<file path="src/design/dense_layer_bias_relu_argmax_unit_defines.svh">
// Assertion macros used by the top-level RTL file of the dense layer unit.
`ifndef DENSE_LAYER_BIAS_RELU_ARGMAX_UNIT_DEFINES_SVH
`define DENSE_LAYER_BIAS_RELU_ARGMAX_UNIT_DEFINES_SVH

`ifndef SYNTHESIS
`define DLBA_ASSERT_IMPL(label, ante, cons, msg) \
    label: assert property (@(posedge clk) disable iff (!rst_n) (ante) |-> (cons)) \
        else $error(msg);
`define DLBA_ASSERT_NEXT(label, ante, cons, msg) \
    label: assert property (@(posedge clk) disable iff (!rst_n) (ante) |=> (cons)) \
        else $error(msg);
`else
`define DLBA_ASSERT_IMPL(label, ante, cons, msg)
`define DLBA_ASSERT_NEXT(label, ante, cons, msg)
`endif

`endif

</file>
<file path="src/design/dlba_pkg.sv">
`default_nettype none

package dlba_pkg;

    localparam int ACC_W      = 48;
    localparam int VALUE_W    = 16;
    localparam int PROD_W     = 32;
    localparam int ROW_W      = 6;
    localparam int COL_W      = 10;
    localparam int IN_SIZE_W  = 11;
    localparam int OUT_SIZE_W = 7;
    localparam int SIZE_CMP_W = 13;   // holds the largest input column count
    localparam int CFG_IDX_W  = 2;
    localparam int CFG_DATA_W = 11;

    localparam int DEF_IN_MAX  = 1024;
    localparam int DEF_OUT_MAX = 64;

    localparam logic [IN_SIZE_W-1:0]  IN_SIZE_RST  = 11'd1024;
    localparam logic [OUT_SIZE_W-1:0] OUT_SIZE_RST = 7'd64;
    localparam logic                  RELU_RST     = 1'b1;

    localparam logic [1:0] CMD_WEIGHT = 2'd0;
    localparam logic [1:0] CMD_BIAS   = 2'd1;
    localparam logic [1:0] CMD_ELEM   = 2'd2;

    localparam logic [CFG_IDX_W-1:0] CFG_IN_SIZE  = 2'd0;
    localparam logic [CFG_IDX_W-1:0] CFG_OUT_SIZE = 2'd1;
    localparam logic [CFG_IDX_W-1:0] CFG_RELU     = 2'd2;

    typedef enum logic [1:0] {
        ST_IDLE,
        ST_UPDATE,
        ST_EMIT
    } state_t;

    typedef struct packed {
        logic [1:0]                cmd;
        logic [ROW_W-1:0]          row;
        logic [COL_W-1:0]          col;
        logic signed [VALUE_W-1:0] value;
    } item_t;

    typedef struct packed {
        logic [ROW_W-1:0]          out_row;
        logic signed [VALUE_W-1:0] out_value;
        logic                      last;
        logic [ROW_W-1:0]          best_row;
    } result_t;

    // travels with the multiplier data
    typedef struct packed {
        logic             valid;
        logic [ROW_W-1:0] row;
    } mul_tag_t;

endpackage

`default_nettype wire

</file>
<file path="src/design/dlba_cell.sv">
`default_nettype none

module dlba_cell import dlba_pkg::*; (
    input  wire logic             clk,
    input  wire logic             rst_n,
    input  wire logic             shift,
    input  wire logic             add_en,
    input  wire logic [ACC_W-1:0] acc_in,
    input  wire logic [ACC_W-1:0] addend,
    output logic      [ACC_W-1:0] acc
);

    logic [ACC_W-1:0] acc_reg;
    logic [ACC_W-1:0] acc_next;

    always_comb
    begin
        acc_next = acc_reg;
        if (shift)
        begin
            // wraps modulo 2^48
            acc_next = add_en ? (acc_in + addend) : acc_in;
        end
    end

    always_ff @(posedge clk or negedge rst_n)
    begin
        if (!rst_n)
        begin
            acc_reg <= '0;
        end
        else
        begin
            acc_reg <= acc_next;
        end
    end

    assign acc = acc_reg;

endmodule

`default_nettype wire

</file>
<file path="config.mk">
export PLATFORM = sky130hd
export DESIGN_NAME = dlba_cell
export DESIGN_NICKNAME = d
export VERILOG_FILES = /design/src/design/dense_layer_bias_relu_argmax_unit_defines.svh /design/src/design/dlba_pkg.sv /design/src/design/dlba_cell.sv
export SDC_FILE = /design/constraint.sdc
export NUM_CORES = 1
export LEC_CHECK = 0
export ABC_AREA = 1
export ABC_CLOCK_PERIOD_IN_PS = 1300
export BUFFER_PORTS_ARGS = -buffer_cell sky130_fd_sc_hd__buf_2
export CAP_MARGIN = 30
export CORE_MARGIN = 3
export CORE_UTILIZATION = 55
export DETAILED_ROUTE_END_ITERATION = 7
export PLACE_DENSITY = 0.9
export SYNTH_ARGS = -nofsm -noshare
export SYNTH_HDL_FRONTEND = slang
export SYNTH_SLANG_ARGS = --single-unit
</file>
<file path="constraint.sdc">
create_clock -name clk -period 1.3 [get_ports clk]
set_clock_uncertainty 0.05 [all_clocks]
set_input_delay 0.26 -clock clk [delete_from_list [all_inputs] [get_ports clk]]
set_output_delay 0.26 -clock clk [all_outputs]
set_load 0.01 [all_outputs]
</file>
==> impl_results.md, run 1 <==
* CTS Sinks at 48
* Gpl congestion at 0.973
* Pin count of the biggest net entering global routing at 49
* Ys Warns at 0
* Status: did not finish
* Synth Cell Area at 6380 µm²
* First error message: [ERROR DPL-0038] Utilization greater than 100%, impossible to legalize
* DP HPWL at 20200 µm
* Dpl ws at -757 ps
* Ranking of synthesized cells by area: nand2_1, dfrtp_1, inv_1
* Die Width at 114 µm
* Syn Inst Count at 1191
* Primary FF master, synth: dfrtp_1
* Most common cell in the synthesized netlist: nand2_1
* Port Buffers at 147
* IO Pins at 148
* Failing step: global routing (5_1_grt)
* Row count at 38
* Share of the synthesized area in the top cell type at 0.285
* Post-GRT worst EP: acc[24]$_DFFE_PN0P_/D
* Number of synthesized flops with an enable pin at 0
* WEP type: register input
* Netlist cell types at 31
* Starting density of the core at 0.576
* #FFs+latches synth at 48
* Dominant cell type by area after synthesis: nand2_1
* Inserted Clock Buffers at 5
* Placed cell area at 9090 µm²
* CTS root buf: clkbuf_16
* DIE HEIGHT at 114 µm
* Syn_nets at 1339
* H-tree Lvls at 2
* Synth top cells by count: nand2_1, inv_1, nor2_1, nand3_1, dfrtp_1
* Synth async-reset ratio at 1.00
* Mean post-synth cell area at 5.36 µm²
* CTS max path bufs at 2
* Sequential area share after synthesis at 0.188
[timing repair]
item,in CTS
pin swaps,170
setup buffers,26
hold endpoints to repair,48
hold buffers,1
resized for setup,322
setup endpoints to repair,45
[kinds of logic after synthesis]
group	synth area share
AND/OR/NAND/NOR	0.455
XOR/XNOR	0.0302
AO/OA/AOI/OAI	0.0780
adder cells (fa/ha/maj)	0.0952
buffers and inverters	0.154
flip-flops	0.188
[per-stage QoR]
stage               hold WS, ps  utilization  std cells
floorplan                 -85.6            -       1191
global placement            223        0.820       1569
detailed placement          230        0.820       1569
CTS                         187        0.954       1603
==> run 2: changes to the inputs <==
--- a/config.mk
+++ b/config.mk
@@ -10,9 +10,9 @@
 export BUFFER_PORTS_ARGS = -buffer_cell sky130_fd_sc_hd__buf_2
 export CAP_MARGIN = 30
 export CORE_MARGIN = 3
-export CORE_UTILIZATION = 55
+export CORE_UTILIZATION = 40
 export DETAILED_ROUTE_END_ITERATION = 7
-export PLACE_DENSITY = 0.9
+export PLACE_DENSITY_LB_ADDON = 0.15
 export SYNTH_ARGS = -nofsm -noshare
 export SYNTH_HDL_FRONTEND = slang
 export SYNTH_SLANG_ARGS = --single-unit
==> run 2 against run 1 <==
Compared with the run above: the flow now finishes, with violations (setup timing); synthesized cell count stayed put; area after synthesis unchanged.
==> impl_results.md, run 2 <==
* Status: complete, but fails checks (was did not finish)
* Failing checks: setup timing
* Int Power at 0.00495 W
* Fill cells at 1139
* Period utilisation layout at 1.30
* Worst Setup End Kind: flip-flop
* PD cells at 730 nW/µm²
* Port Buffers at 147 (unchanged)
* Starting density of the core at 0.414 (was 0.576)
* GR Overflow Total at 0
* Most common cell in the synthesized netlist: nand2_1 (unchanged)
* Util after Layout at 0.771
* Area growth, synth to finish at 86.3%
* Max reg flops at 48
* Ranking of synthesized cells by area: nand2_1, dfrtp_1, inv_1 (unchanged)
* Startpoint types: input pin
* CTS Sinks at 48 (unchanged)
* Gr busiest metal: met2
* Netlist cell types at 31 (unchanged)
* Final Max Slew Viols at 0
* Synth Cell Area at 6380 µm² (unchanged)
* Core Region at 15400 µm²
* Pin count of the biggest net entering global routing at 49
* IO Pins at 148 (unchanged)
* Initial antenna violation count at 0
* Grt met1 use at 0.399
* HP Class: input pin to flip-flop
* Routed len/inst at 16.6 µm
* Grt met3 use at 0.0412
* Commonest non-fill, non-tap cell in the layout: nand2_1
* Data required, critical path at 1500 ps
* P_leak at 6.21 nW
* Gpl congestion at 0.964 (was 0.973)
* Mean post-synth cell area at 5.36 µm² (unchanged)
* # Max-Cap Violations at 0
* Ys Warns at 0 (unchanged)
* Syn_nets at 1339 (unchanged)
* Final ANT Viol Nets at 0
* Slew headroom at 0.803
* Routed WL at 28000 µm
* CTS root buf: clkbuf_16 (unchanged)
* Primary FF master, synth: dfrtp_1 (unchanged)
* Synth top cells by count: nand2_1, inv_1, nor2_1, nand3_1, dfrtp_1 (unchanged)
* Sw Pwr at 0.00374 W
* Syn Inst Count at 1191 (unchanged)
* Least-Margin Pin Slew at 296 ps
* Logic gate share of total power at 0.598
* Hold Path Depth at 3
* CP arrival at 1880 ps
* Number of synthesized flops with an enable pin at 0 (unchanged)
* Placed Instances at 1652 (was 1569)
* Clock Power Share at 0.193
* Sw Ratio at 0.430
* DRT iter0 DRCs at 582
* Vias at 8572
* #FFs+latches synth at 48 (unchanged)
* Number of global-route vias before repair at 8117
* Gr usage total at 0.285
* R2R depth at 2
* Sequential area share after synthesis at 0.188 (unchanged)
* Share of the synthesized area in the top cell type at 0.285 (unchanged)
* Hold Vio Cnt, Final at 0
* Most used cells in the layout excluding fill and tap cells: nand2_1, inv_1, nand2_2
* First-pass GRT wire length at 40400 µm
* Vias per cell at 5.06
* Flop pwr share at 0.209
* Proportion of layout cells with a drive suffix above 1 at 0.553
* Non-Filler Instances at 1693
* Register area at 1200 µm²
* Die Width at 132 µm (was 114 µm)
* Worst Path Max Fanout at 4
* Multi-input logic area at 6860 µm²
* CTS max path bufs at 2 (unchanged)
* Die ar. at 17500 µm²
* Worst skew pair latency at 310 ps
* Dominant cell type by area after synthesis: nand2_1 (unchanged)
* M2 GR Usage at 0.463
* Max Freq at 593 MHz
* RSZ-0062 raised after global routing: yes
* Residual DRC at 0
* Row count at 45 (was 38)
* DIE HEIGHT at 132 µm (was 114 µm)
* H-tree Lvls at 2 (unchanged)
* Inserted Clock Buffers at 5 (unchanged)
* Final min period at 1690 ps
* Maximum VDD drop at 0.527 mV
* Final WS setup at -386 ps
* Final setup fails at 44
* Clock-pin slew on the worst setup and hold paths at 80 ps
* Synth async-reset ratio at 1.00 (unchanged)
* 1st-pass router iterations at 5
* DP HPWL at 19700 µm (was 20200 µm)
* N_diodes at 0
* WS Path Type: input pin to flip-flop
* CTS tree: yes
* Final Net Count at 1629
run 2: cell counts after synthesis:
Identical to the previous run, type by type.
run 2: cell type report:
class,instances,area share
Timing Repair Buffer,302,0.210
Inverter,233,0.0758
Tap cell,211,0.0222
Clock inverter,2,0.00326
Clock buffer,6,0.0117
Multi-Input combinational cell,891,0.576
Sequential cell,48,0.101
run 2: worst paths after layout:
check | start | end | slack [ps]
hold / removal | acc_in[1] | acc[1] | 170
hold reg to reg | acc[38] | acc[38] | 420
max in group asynchronous | rst_n | acc[33] | 510
setup reg to reg | acc[31] | acc[31] | 560
setup / recovery | acc_in[7] | acc[19] | -390
min in group asynchronous | rst_n | acc[16] | 440
run 2: metrics by stage:
| step | instance area (µm²) | total power, W | setup WS, ps | hold slack [ps] | TNS (ps) |
|---|---|---|---|---|---|
| after floorplan | 7370 | 0.00406 | -394 | -85.6 | -9130 |
| after global placement | 9280 | 0.00559 | -754 | 226 | -27220 |
| after detailed placement | 9280 | 0.00562 | -793 | 228 | -28260 |
| after CTS | 10900 | 0.00802 | -309 | 184 | -9770 |
| after global routing | 11900 | 0.00917 | -451 | 196 | -14900 |
| final | 11900 | 0.00869 | -386 | 172 | -11970 |
run 2: logic make-up after synthesis:
kind of cell / count (synthesis) / synth area share
compound gates: 96 / 0.0780
buf+inv: 252 / 0.154
simple gates: 725 / 0.455
flops: 48 / 0.188
fa+ha+maj: 48 / 0.0952
xor+xnor: 22 / 0.0302
run 2: power by group through the flow:
stage | clock [W] | combinational (W) | sequential [W]
after floorplan | 0 | 0.00213 | 0.00194
after global placement | 0 | 0.00375 | 0.00184
after detailed placement | 0 | 0.00378 | 0.00184
after CTS | 0.00170 | 0.00451 | 0.00182
after global routing | 0.00176 | 0.00556 | 0.00185
final | 0.00167 | 0.00520 | 0.00182
run 2: metal layers:
metal  vias to the layer above  share of wire
met3                        78          0.065
met1                      3967           0.44
met4                         0          0.037
met5                         -              0
li1                       4173              -
met2                       354           0.46
run 2: what timing repair did:
action	in CTS	in global routing
hold buffers	1	0
resized for setup	358	261
pin swaps	199	212
buffers inserted	24	20
setup endpoints to repair	45	46
endpoints found under the hold margin	48	0
run 2: critical path, cell delays in order:
cell and delay (ps):
buf_8 100, ha_4 300, nand2_4 80, buf_12 130, nor2_4 160, nand2_4 90, nand2_1 100, nand2_1 120
nand3_4 140, buf_6 110, xor2_1 130, nor2_1 50, o21ai_1 110
No activity file was read; power rests on OpenSTA's default activity.
