===== config.mk =====
export PLATFORM = sky130hd
export DESIGN_NAME = dlba_ram
export DESIGN_NICKNAME = d
export VERILOG_FILES = /design/src/design/dense_layer_bias_relu_argmax_unit_defines.svh /design/src/design/dlba_ram.sv
export SDC_FILE = /design/constraint.sdc
export NUM_CORES = 1
export LEC_CHECK = 0
export ABC_AREA = 0
export BUFFER_PORTS_ARGS = -buffer_cell sky130_fd_sc_hd__buf_2
export CAP_MARGIN = 20
export CORE_ASPECT_RATIO = 2
export CORE_MARGIN = 2
export CORE_UTILIZATION = 40
export CTS_CLUSTER_SIZE = 30
export DETAILED_ROUTE_END_ITERATION = 16
export PLACE_DENSITY = 0.65
export SLEW_MARGIN = 40
export SYNTH_ARGS = -nofsm -noshare
export SYNTH_HDL_FRONTEND = slang
export SYNTH_SLANG_ARGS = --single-unit

===== constraint.sdc =====
create_clock -name clk -period 5.58 [get_ports clk]
set_input_delay 0.837 -clock clk [delete_from_list [all_inputs] [get_ports clk]]
set_output_delay 0.837 -clock clk [all_outputs]
set_load 0.03 [all_outputs]

===== src/design/dense_layer_bias_relu_argmax_unit_defines.svh =====
// Assertion macros used by the top-level RTL file of the dense layer unit.
`ifndef DENSE_LAYER_BIAS_RELU_ARGMAX_UNIT_DEFINES_SVH
`define DENSE_LAYER_BIAS_RELU_ARGMAX_UNIT_DEFINES_SVH

`ifndef SYNTHESIS
`define DLBA_ASSERT_IMPL(label, ante, cons, msg) \
    label: assert property (@(posedge clk) disable iff (!rst_n) (ante) |-> (cons)) \
        else $error(msg);
`define DLBA_ASSERT_NEXT(label, ante, cons, msg) \
    label: assert property (@(posedge clk) disable iff (!rst_n) (ante) |=> (cons)) \
        else $error(msg);
`else
`define DLBA_ASSERT_IMPL(label, ante, cons, msg)
`define DLBA_ASSERT_NEXT(label, ante, cons, msg)
`endif

`endif


===== src/design/dlba_ram.sv =====
`default_nettype none

module dlba_ram #(
    parameter int WIDTH = 16,
    parameter int DEPTH = 64,
    localparam int AW = (DEPTH > 1) ? $clog2(DEPTH) : 1
) (
    input  wire logic             clk,
    input  wire logic             we,
    input  wire logic [AW-1:0]    waddr,
    input  wire logic [WIDTH-1:0] wdata,
    input  wire logic [AW-1:0]    raddr,
    output logic      [WIDTH-1:0] rdata
);

    logic [WIDTH-1:0] mem [DEPTH];
    logic [WIDTH-1:0] rdata_reg;

    always_ff @(posedge clk)
    begin
        if (we)
        begin
            mem[waddr] <= wdata;
        end
        rdata_reg <= mem[raddr];
    end

    assign rdata = rdata_reg;

endmodule

`default_nettype wire


# Yosys cells after proc, flatten, opt, wreduce, memory -nomap -nowiden
# Memories as Yosys holds them, arrays and structs flattened. A register that Yosys moved wholly into a read port is not among the register bits.
# Cells that the tools add are included.
word_totals:
  inputBits: 30
  word_cells: 3
  romBits: 0
  mem_count: 1
  register_bits: 0
  latch_bits: 0
  out_inout_bits: 16
  mem_bits_rw: 1024
classes:
  eq_ne: 0
  div_mod_pow: 0
  shifts: 0
  addsub: 0
  n_mux: 2
  mul: 0
  bitwise_logic: 0
  n_lt_le_gt_ge: 0
  reduce_logical: 0
mem_list:
  columns: ["name", "words", "width", "read_ports", "rd_clocked_by_memory_dff", "write_ports", "line", "rtl"]
  rows:
  - ["mem", 64, 16, 1, 1, 1, "dlba_ram.sv:16", "logic [WIDTH-1:0] mem [DEPTH];"]
ops:
  columns: ["op", "count"]
  rows:
  - ["$mux 1", 2]

# Longest topological paths before layout
# Gate-level depths: netlist (run 1).
depth:
  word_depth: 2
  ltp_mapped: 10
  mapped_depth_nobuf: 5

# Worst setup path after synthesis (run 1)
# No wires, ideal clock.
synth_timing:
  path_kind: "in2reg"
  from: "input waddr[3]"
  to: "memory mem[48][0] (enable)"
  setup_time_ns: 0.409
  t_arrival_ns: 2.463
  slack_ns: 2.708
  stages: 4
  required_time_ns: 5.171
  path_buffers: 1
  path_cell_list: "clkbuf_1 nor2b_1 nand4b_1 nor3_1"
synth_lines:
  columns: ["element", "line", "rtl"]
  rows:
  - ["from (decl)", "dlba_ram.sv:10", "input wire logic [AW-1:0] waddr,"]
  - ["to (decl)", "dlba_ram.sv:16", null]
# Straight into the memory's write port.

==> results of run 1 <==
cells by family after synthesis:
group / share of synthesized area
AOI/OAI and AO/OA: 0.0241
DFF: 0.776
muxes: 0.155
buffers and inverters: 0.0183
and+or+nand+nor: 0.0265
cell usage after synthesis, types with 4 or more instances:
cell	n
mux2_2	27
clkbuf_1	24
a22oi_1	39
buf_6	17
nand3_1	24
buf_2	36
buf_4	13
edfxtp_1	1024
nand2_1	59
a221o_1	6
a211oi_1	8
dfxtp_1	16
mux4_2	220
nor2b_1	30
buf_12	5
mux4_1	4
a31oi_1	8
and4_1	5
a211o_1	8
a221oi_1	16
a41oi_1	5
o21ai_0	5
nand4_1	12
a22o_1	6
mux2i_1	85
a311oi_1	8
a21oi_1	17
nor2_1	72
where the power goes:
part / internal [mW] / total (mW) / switching [mW] / leakage, nW
Clock: 3.38 / 6.15 / 2.77 / 1.37
Sequential: 8.64 / 8.67 / 0.0317 / 9.35
Combinational: 0.286 / 0.847 / 0.561 / 3.31
Total: 12.3 / 15.7 / 3.36 / 14.0
worst register-to-register path: stages (launching register included):
cell      delay [ps]
edfxtp_1         390
mux4_2           480
mux2i_1          510
a22oi_1          370
a31oi_1          370
a311oi_1         100
stage by stage:
step           utilization  setup slack [ps]  cells  area, um2  total power, mW
2_1_floorplan            -              2710   1829      40000             9.31
3_3_place_gp         0.422              1630   3186      42000             9.68
3_5_place_dp         0.423              1610   3193      42100             9.70
4_1_cts              0.451              2320   3343      44900             15.8
5_1_grt              0.452              2240   3345      45000             16.1
6_report             0.452              2360   3350      45000             15.7
area by class of cell:
class	count	area, um2	share of cell area
Antenna cell	5	12.5	0.000278
Clock buffer	97	2210	0.0492
Clock inverter	53	596	0.0132
Multi-Input combinational cell	685	8370	0.186
Sequential cell	1040	31100	0.691
Tap cell	1328	1660	0.0369
Timing Repair Buffer	142	1060	0.0235
metal layers:
| layer | part of all wire | vias up | track usage |
|---|---|---|---|
| li1 | - | 7899 | - |
| met1 | 0.33 | 10182 | 0.208 |
| met2 | 0.55 | 728 | 0.362 |
| met3 | 0.053 | 220 | 0.0261 |
| met4 | 0.067 | 6 | 0.117 |
| met5 | 0.00023 | - | 0 |
worst max path at each step:
stage,from,to,slack (ps),cells past startpoint
after detailed placement,raddr[0],rdata[14]$_DFF_P_,1610,7
after global routing,raddr[0],rdata[14]$_DFF_P_,2240,8
after global placement,raddr[0],rdata[14]$_DFF_P_,1630,7
final,raddr[2],rdata[3]$_DFF_P_,2360,7
after floorplan,waddr[3],mem[48][0]$_DFFE_PP_,2710,4
after CTS,raddr[0],rdata[14]$_DFF_P_,2320,7
==> metrics.md, run 1 <==
| Metric | Value |
|---|---|
| Fillcell total | `8,208` |
| Worst-Margin Slew | `1110 ps` |
| CTS tree | `done` |
| Synth unique cells | `43` |
| Worst-Skew Late Latency | `690 ps` |
| Number of flops mapped to enable cells by yosys | `1,024` |
| Post-Route WL | `around 100 mm` |
| First-pass GRT wire length | `142 mm` |
| Via Count | `19.0k` |
| Initial Utilization | `0.402` |
| I/O Pins | `46` |
| Most common cell after layout, fill and taps aside | `edfxtp_1` |
| Setup bufs post-CTS | `0` |
| Max Cap Violations | `0` |
| Total of warnings raised by yosys | `0` |
| Router iterations before antenna repair | `5` |
| WP data required | `6140 ps` |
| Most frequent cells in the layout | `1,024 x edfxtp_1, 220 x mux4_2, 87 x clkbuf_16, 87 x buf_4, 85 x mux2i_1` |
| CP max-delay cell | `buf_4` |
| Rows | `164` |
| Syn avg cell area | `21.9 um2` |
| Total leakage power | `~14 nW` |
| Setup TNS | `0 ps` |
| Main synth FF type | `edfxtp_1` |
| Core ar. | `between 0.09 and 0.1 mm2` |
| 1st-iter DRT viols | `1,741` |
| Die ar. | `0.103 mm2` |
| Outcome | `completed` |
| Die width | `228 um` |
| CP Cell Sequence | `clkbuf_8 > buf_4 > mux4_2 > mux2i_1 > a22oi_1 > a31oi_1 > a311oi_1` |
| Ratio of cells with drive above 1 in the final layout | `0.271` |
| Top cell family by delay on the critical path | `buffers and inverters` |
| Hold Crit Endpoint | `mem[48][10]$_DFFE_PP_` |
| R2R depth | `5` |
| WL per Instance | `30.0 um` |
| Cell area after synthesis | `between 0.04 and 0.05 mm2` |
| Worst-path clk slew | `approximately 70 ps` |
| Ys async rst share | `0` |
| CP max FO | `88` |
| Post-Syn Instances | `about 1.8k` |
| Critical path capture point type | `flip-flop` |
| Type of origin of the critical path | `input pin` |
| Pins Over Slew Limit | `0` |
| DRC | `0` |
| Worst R2R Start | `mem[7][3]$_DFFE_PP_` |
| Worst clock skew | `31.5 ps` |
| Peak supply drop | `0.272 mV` |
| Post-cts resize count | `0` |
| Total Nets Final | `1,983` |
| Port Buffers | `45` |
| Cells on Worst Hold Path | `2` |
| Clock Sinks | `1,040` |
| Final HPWL DP | `62.3 mm` |
| H-tree Lvls | `3` |
| Cell accounting for the most synthesized area | `edfxtp_1` |
| Initial antenna violation count | `12` |
| Setup slack, reg-to-reg | `3220 ps` |
| Total GRT Usage | `0.194` |
| Top-area cell type share of the netlist area | `0.768` |
| Fin crit period | `3220 ps` |
| Syn Nets | `1,859` |
| Synth top area cells | `edfxtp_1 77%, mux4_2 12%, mux2i_1 2.1%, dfxtp_1 0.80%, mux2_2 0.76%` |
| Routed vias/inst | `5.68` |
| CP Class | `in2reg` |
| Worst r2r dst | `rdata[3]$_DFF_P_` |
| Max clock buf depth | `3` |
| Area grow syn2layout | `12.3%` |
| Final Wtd Congestion | `0.820` |
| Sequential fraction of the synthesis area | `0.776` |
| Vias in the first global route | `19.6k` |
| Setup violators final | `0` |
| CTS root buffer | `clkbuf_16` |
| Fin crit share | `0.577` |
| Achievable Freq | `311 MHz` |
| Max reg flops | `1,024` |
| RSZ-0062 raised after global routing | `no` |
| Slew headroom | `0.258` |
| Synth Register Bits | `1,040` |
| Max incr delay on CP | `650 ps` |
| Routed Antenna Nets | `0` |
| Worst hold path type | `in2reg` |
| Hold path start | `waddr[1]` |
| Final hold slack | `685 ps` |
| Crit path buf inv count | `2` |
| PD cells | `348 mW/mm2` |
| Final Hold Viols | `0` |
| WP data arrival | `3770 ps` |
| # hold bufs at CTS | `0` |
| Die height | `451 um` |
| Overflow left after global routing | `0` |
| Total CTS buffers | `84` |
| Largest net degree at the start of global routing | `89` |
No activity file was read; power rests on OpenSTA's default activity.
==> inputs of run 2 (changes only) <==
clock period = 3.2 ns   (was 5.58 ns; I/O delays follow)
==> run 2 against run 1 <==
  * Clock power rose by 69%
  * Critical endpoint is now rdata[13]$_DFF_P_
  * Largest power group unchanged
  * Total power rose by 72%
  * Critical path type unchanged
  * Non-clock buffer count grew 77
==> metrics.md, run 2 (synthesis gave the netlist of run 1 again) <==
| Metric | Value |
|---|---|
| Max reg flops | `1,024` |
| Fillcell total | `~8.1k` |
| Achievable Freq | `441 MHz` |
| Post-cts resize count | `0` |
| Fin crit share | `0.709` |
| Worst R2R Start | `mem[23][15]$_DFFE_PP_` |
| Total CTS buffers | `slightly above 80` |
| CP Cell Sequence | `buf_8 > buf_12 > nor2b_1 > a221oi_1 > a221oi_1 > buf_4 > a311oi_1` |
| PD cells | `approximately 600 mW/mm2` |
| WP data arrival | `between 2000 and 3000 ps` |
| Initial Utilization | `0.402` |
| Ratio of cells with drive above 1 in the final layout | `0.287` |
| Setup bufs post-CTS | `0` |
| Type of origin of the critical path | `input pin` |
| Core ar. | `0.0995 mm2` |
| Outcome | `completed` |
| Routed Antenna Nets | `0` |
| Initial antenna violation count | `7` |
| H-tree Lvls | `3` |
| Most frequent cells in the layout | `1,024 x edfxtp_1, 220 x mux4_2, 163 x buf_4` |
| Worst-Skew Late Latency | `660 ps` |
| Peak supply drop | `0.368 mV` |
| Max incr delay on CP | `550 ps` |
| Largest net degree at the start of global routing | `65` |
| CTS tree | `done` |
| Most common cell after layout, fill and taps aside | `edfxtp_1` |
| Slew headroom | `0.446` |
| Total Nets Final | `2,058` |
| Critical path capture point type | `flip-flop` |
| Worst-Margin Slew | `slightly above 800 ps` |
| Worst-path clk slew | `around 70 ps` |
| Rows | `164` |
| CP Class | `in2reg` |
| Setup violators final | `0` |
| I/O Pins | `46` |
| First-pass GRT wire length | `142 mm` |
| # hold bufs at CTS | `0` |
| Routed vias/inst | `5.57` |
| Router iterations before antenna repair | `5` |
| 1st-iter DRT viols | `2,084` |
| CTS root buffer | `clkbuf_16` |
| Pre-CTS setup slack | `160 ps` |
| Worst r2r dst | `rdata[15]$_DFF_P_` |
| Worst clock skew | `between 30 and 40 ps` |
| WP data required | `3730 ps` |
| Total leakage power | `14.4 nW` |
| WL per Instance | `29.0 um` |
| Area grow syn2layout | `13.6%` |
| Final HPWL DP | `approximately 66 mm` |
| Setup slack, reg-to-reg | `~1200 ps` |
| Overflow left after global routing | `0` |
| Max Cap Violations | `0` |
| Cells on Worst Hold Path | `1` |
| Hold Crit Endpoint | `mem[18][12]$_DFFE_PP_` |
| Hold path start | `wdata[12]` |
| Setup TNS | `0 ps` |
| Worst hold path type | `in2reg` |
| CP max FO | `42` |
| R2R depth | `6` |
| Max clock buf depth | `3` |
| Overall Power | `27.0 mW` |
| DRC | `0` |
| Pins Over Slew Limit | `0` |
| DP Area | `0.0428 mm2` |
| Final Worst Setup Slack | `931 ps` |
| CP max-delay cell | `nor2b_1` |
| Vias in the first global route | `roughly 20k` |
| Clock Sinks | `1,040` |
| Post-Route WL | `99.2 mm` |
| Post-route cell area | `0.0455 mm2` |
| Die ar. | `0.103 mm2` |
| Total GRT Usage | `0.194` |
| Via Count | `about 19k` |
| Die height | `451 um` |
| Die width | `~230 um` |
| Final Wtd Congestion | `0.884` |
| CP most frequent cell | `a221oi_1` |
| Port Buffers | `45` |
| RSZ-0062 raised after global routing | `no` |
| Final Hold Viols | `0` |
| Fin crit period | `2270 ps` |
==> run 2: cell types whose count changed in the layout (fill, tap and decap cells not counted), moves of 3 or more <==
cell,delta
buf_12,+14
buf_2,-9
nor2b_1,+4
clkbuf_1,+5
nor2_4,-12
inv_6,-4
buf_4,+76
diode_2,-4
clkinv_2,+3
nor2b_2,-4
nor2_1,+13
==> run 2: layout make-up <==
class | instances | area [um2] | share of cell area
clock buffers | 103 | 2240 | 0.0491
clock inverters | 47 | 480 | 0.0106
flip-flops and latches | 1040 | 31100 | 0.683
diodes | 1 | 2.50 | 0.0000550
repair buffers | 219 | 1800 | 0.0395
well taps | 1328 | 1660 | 0.0365
multi-input cells | 685 | 8260 | 0.181
==> run 2: where the power goes <==
group          switching [mW]  internal, mW
Sequential             0.0556          15.1
Clock                    4.65          5.71
Combinational           0.967         0.568
Total                    5.67          21.3
==> run 2: layer usage <==
metal  routed length [um]  global-route usage  up-vias
met5                   23                   0        -
met4                 7080               0.128        4
met1                33500               0.214    10136
li1                     -                   -     8048
met3                 5520              0.0213      172
met2                53100               0.352      700
==> run 2: how the worst max path moves through the flow <==
stage	slack, ps	from	endpoint	depth (start not counted)
floorplan	690	waddr[3]	mem[48][0]$_DFFE_PP_	4
global placement	190	raddr[0]	rdata[13]$_DFF_P_	7
detailed placement	160	raddr[0]	rdata[13]$_DFF_P_	7
CTS	860	raddr[0]	rdata[13]$_DFF_P_	7
global route	820	raddr[0]	rdata[10]$_DFF_P_	9
finish	930	raddr[0]	rdata[13]$_DFF_P_	7
==> run 2: critical path, delay by kind of cell <==
family                 cells  cell delay (ps)
AND/OR/NAND/NOR            1              550
buffers and inverters      3              890
AO/OA/AOI/OAI              3              830
==> run 2: through the flow <==
stage | util | hold WS [ps] | std cells
final | 0.457 | 311 | 3423
after global routing | 0.457 | 317 | 3423
after CTS | 0.457 | 306 | 3422
after detailed placement | 0.430 | 905 | 3272
after global placement | 0.430 | 865 | 3272
after floorplan | - | 579 | 1829
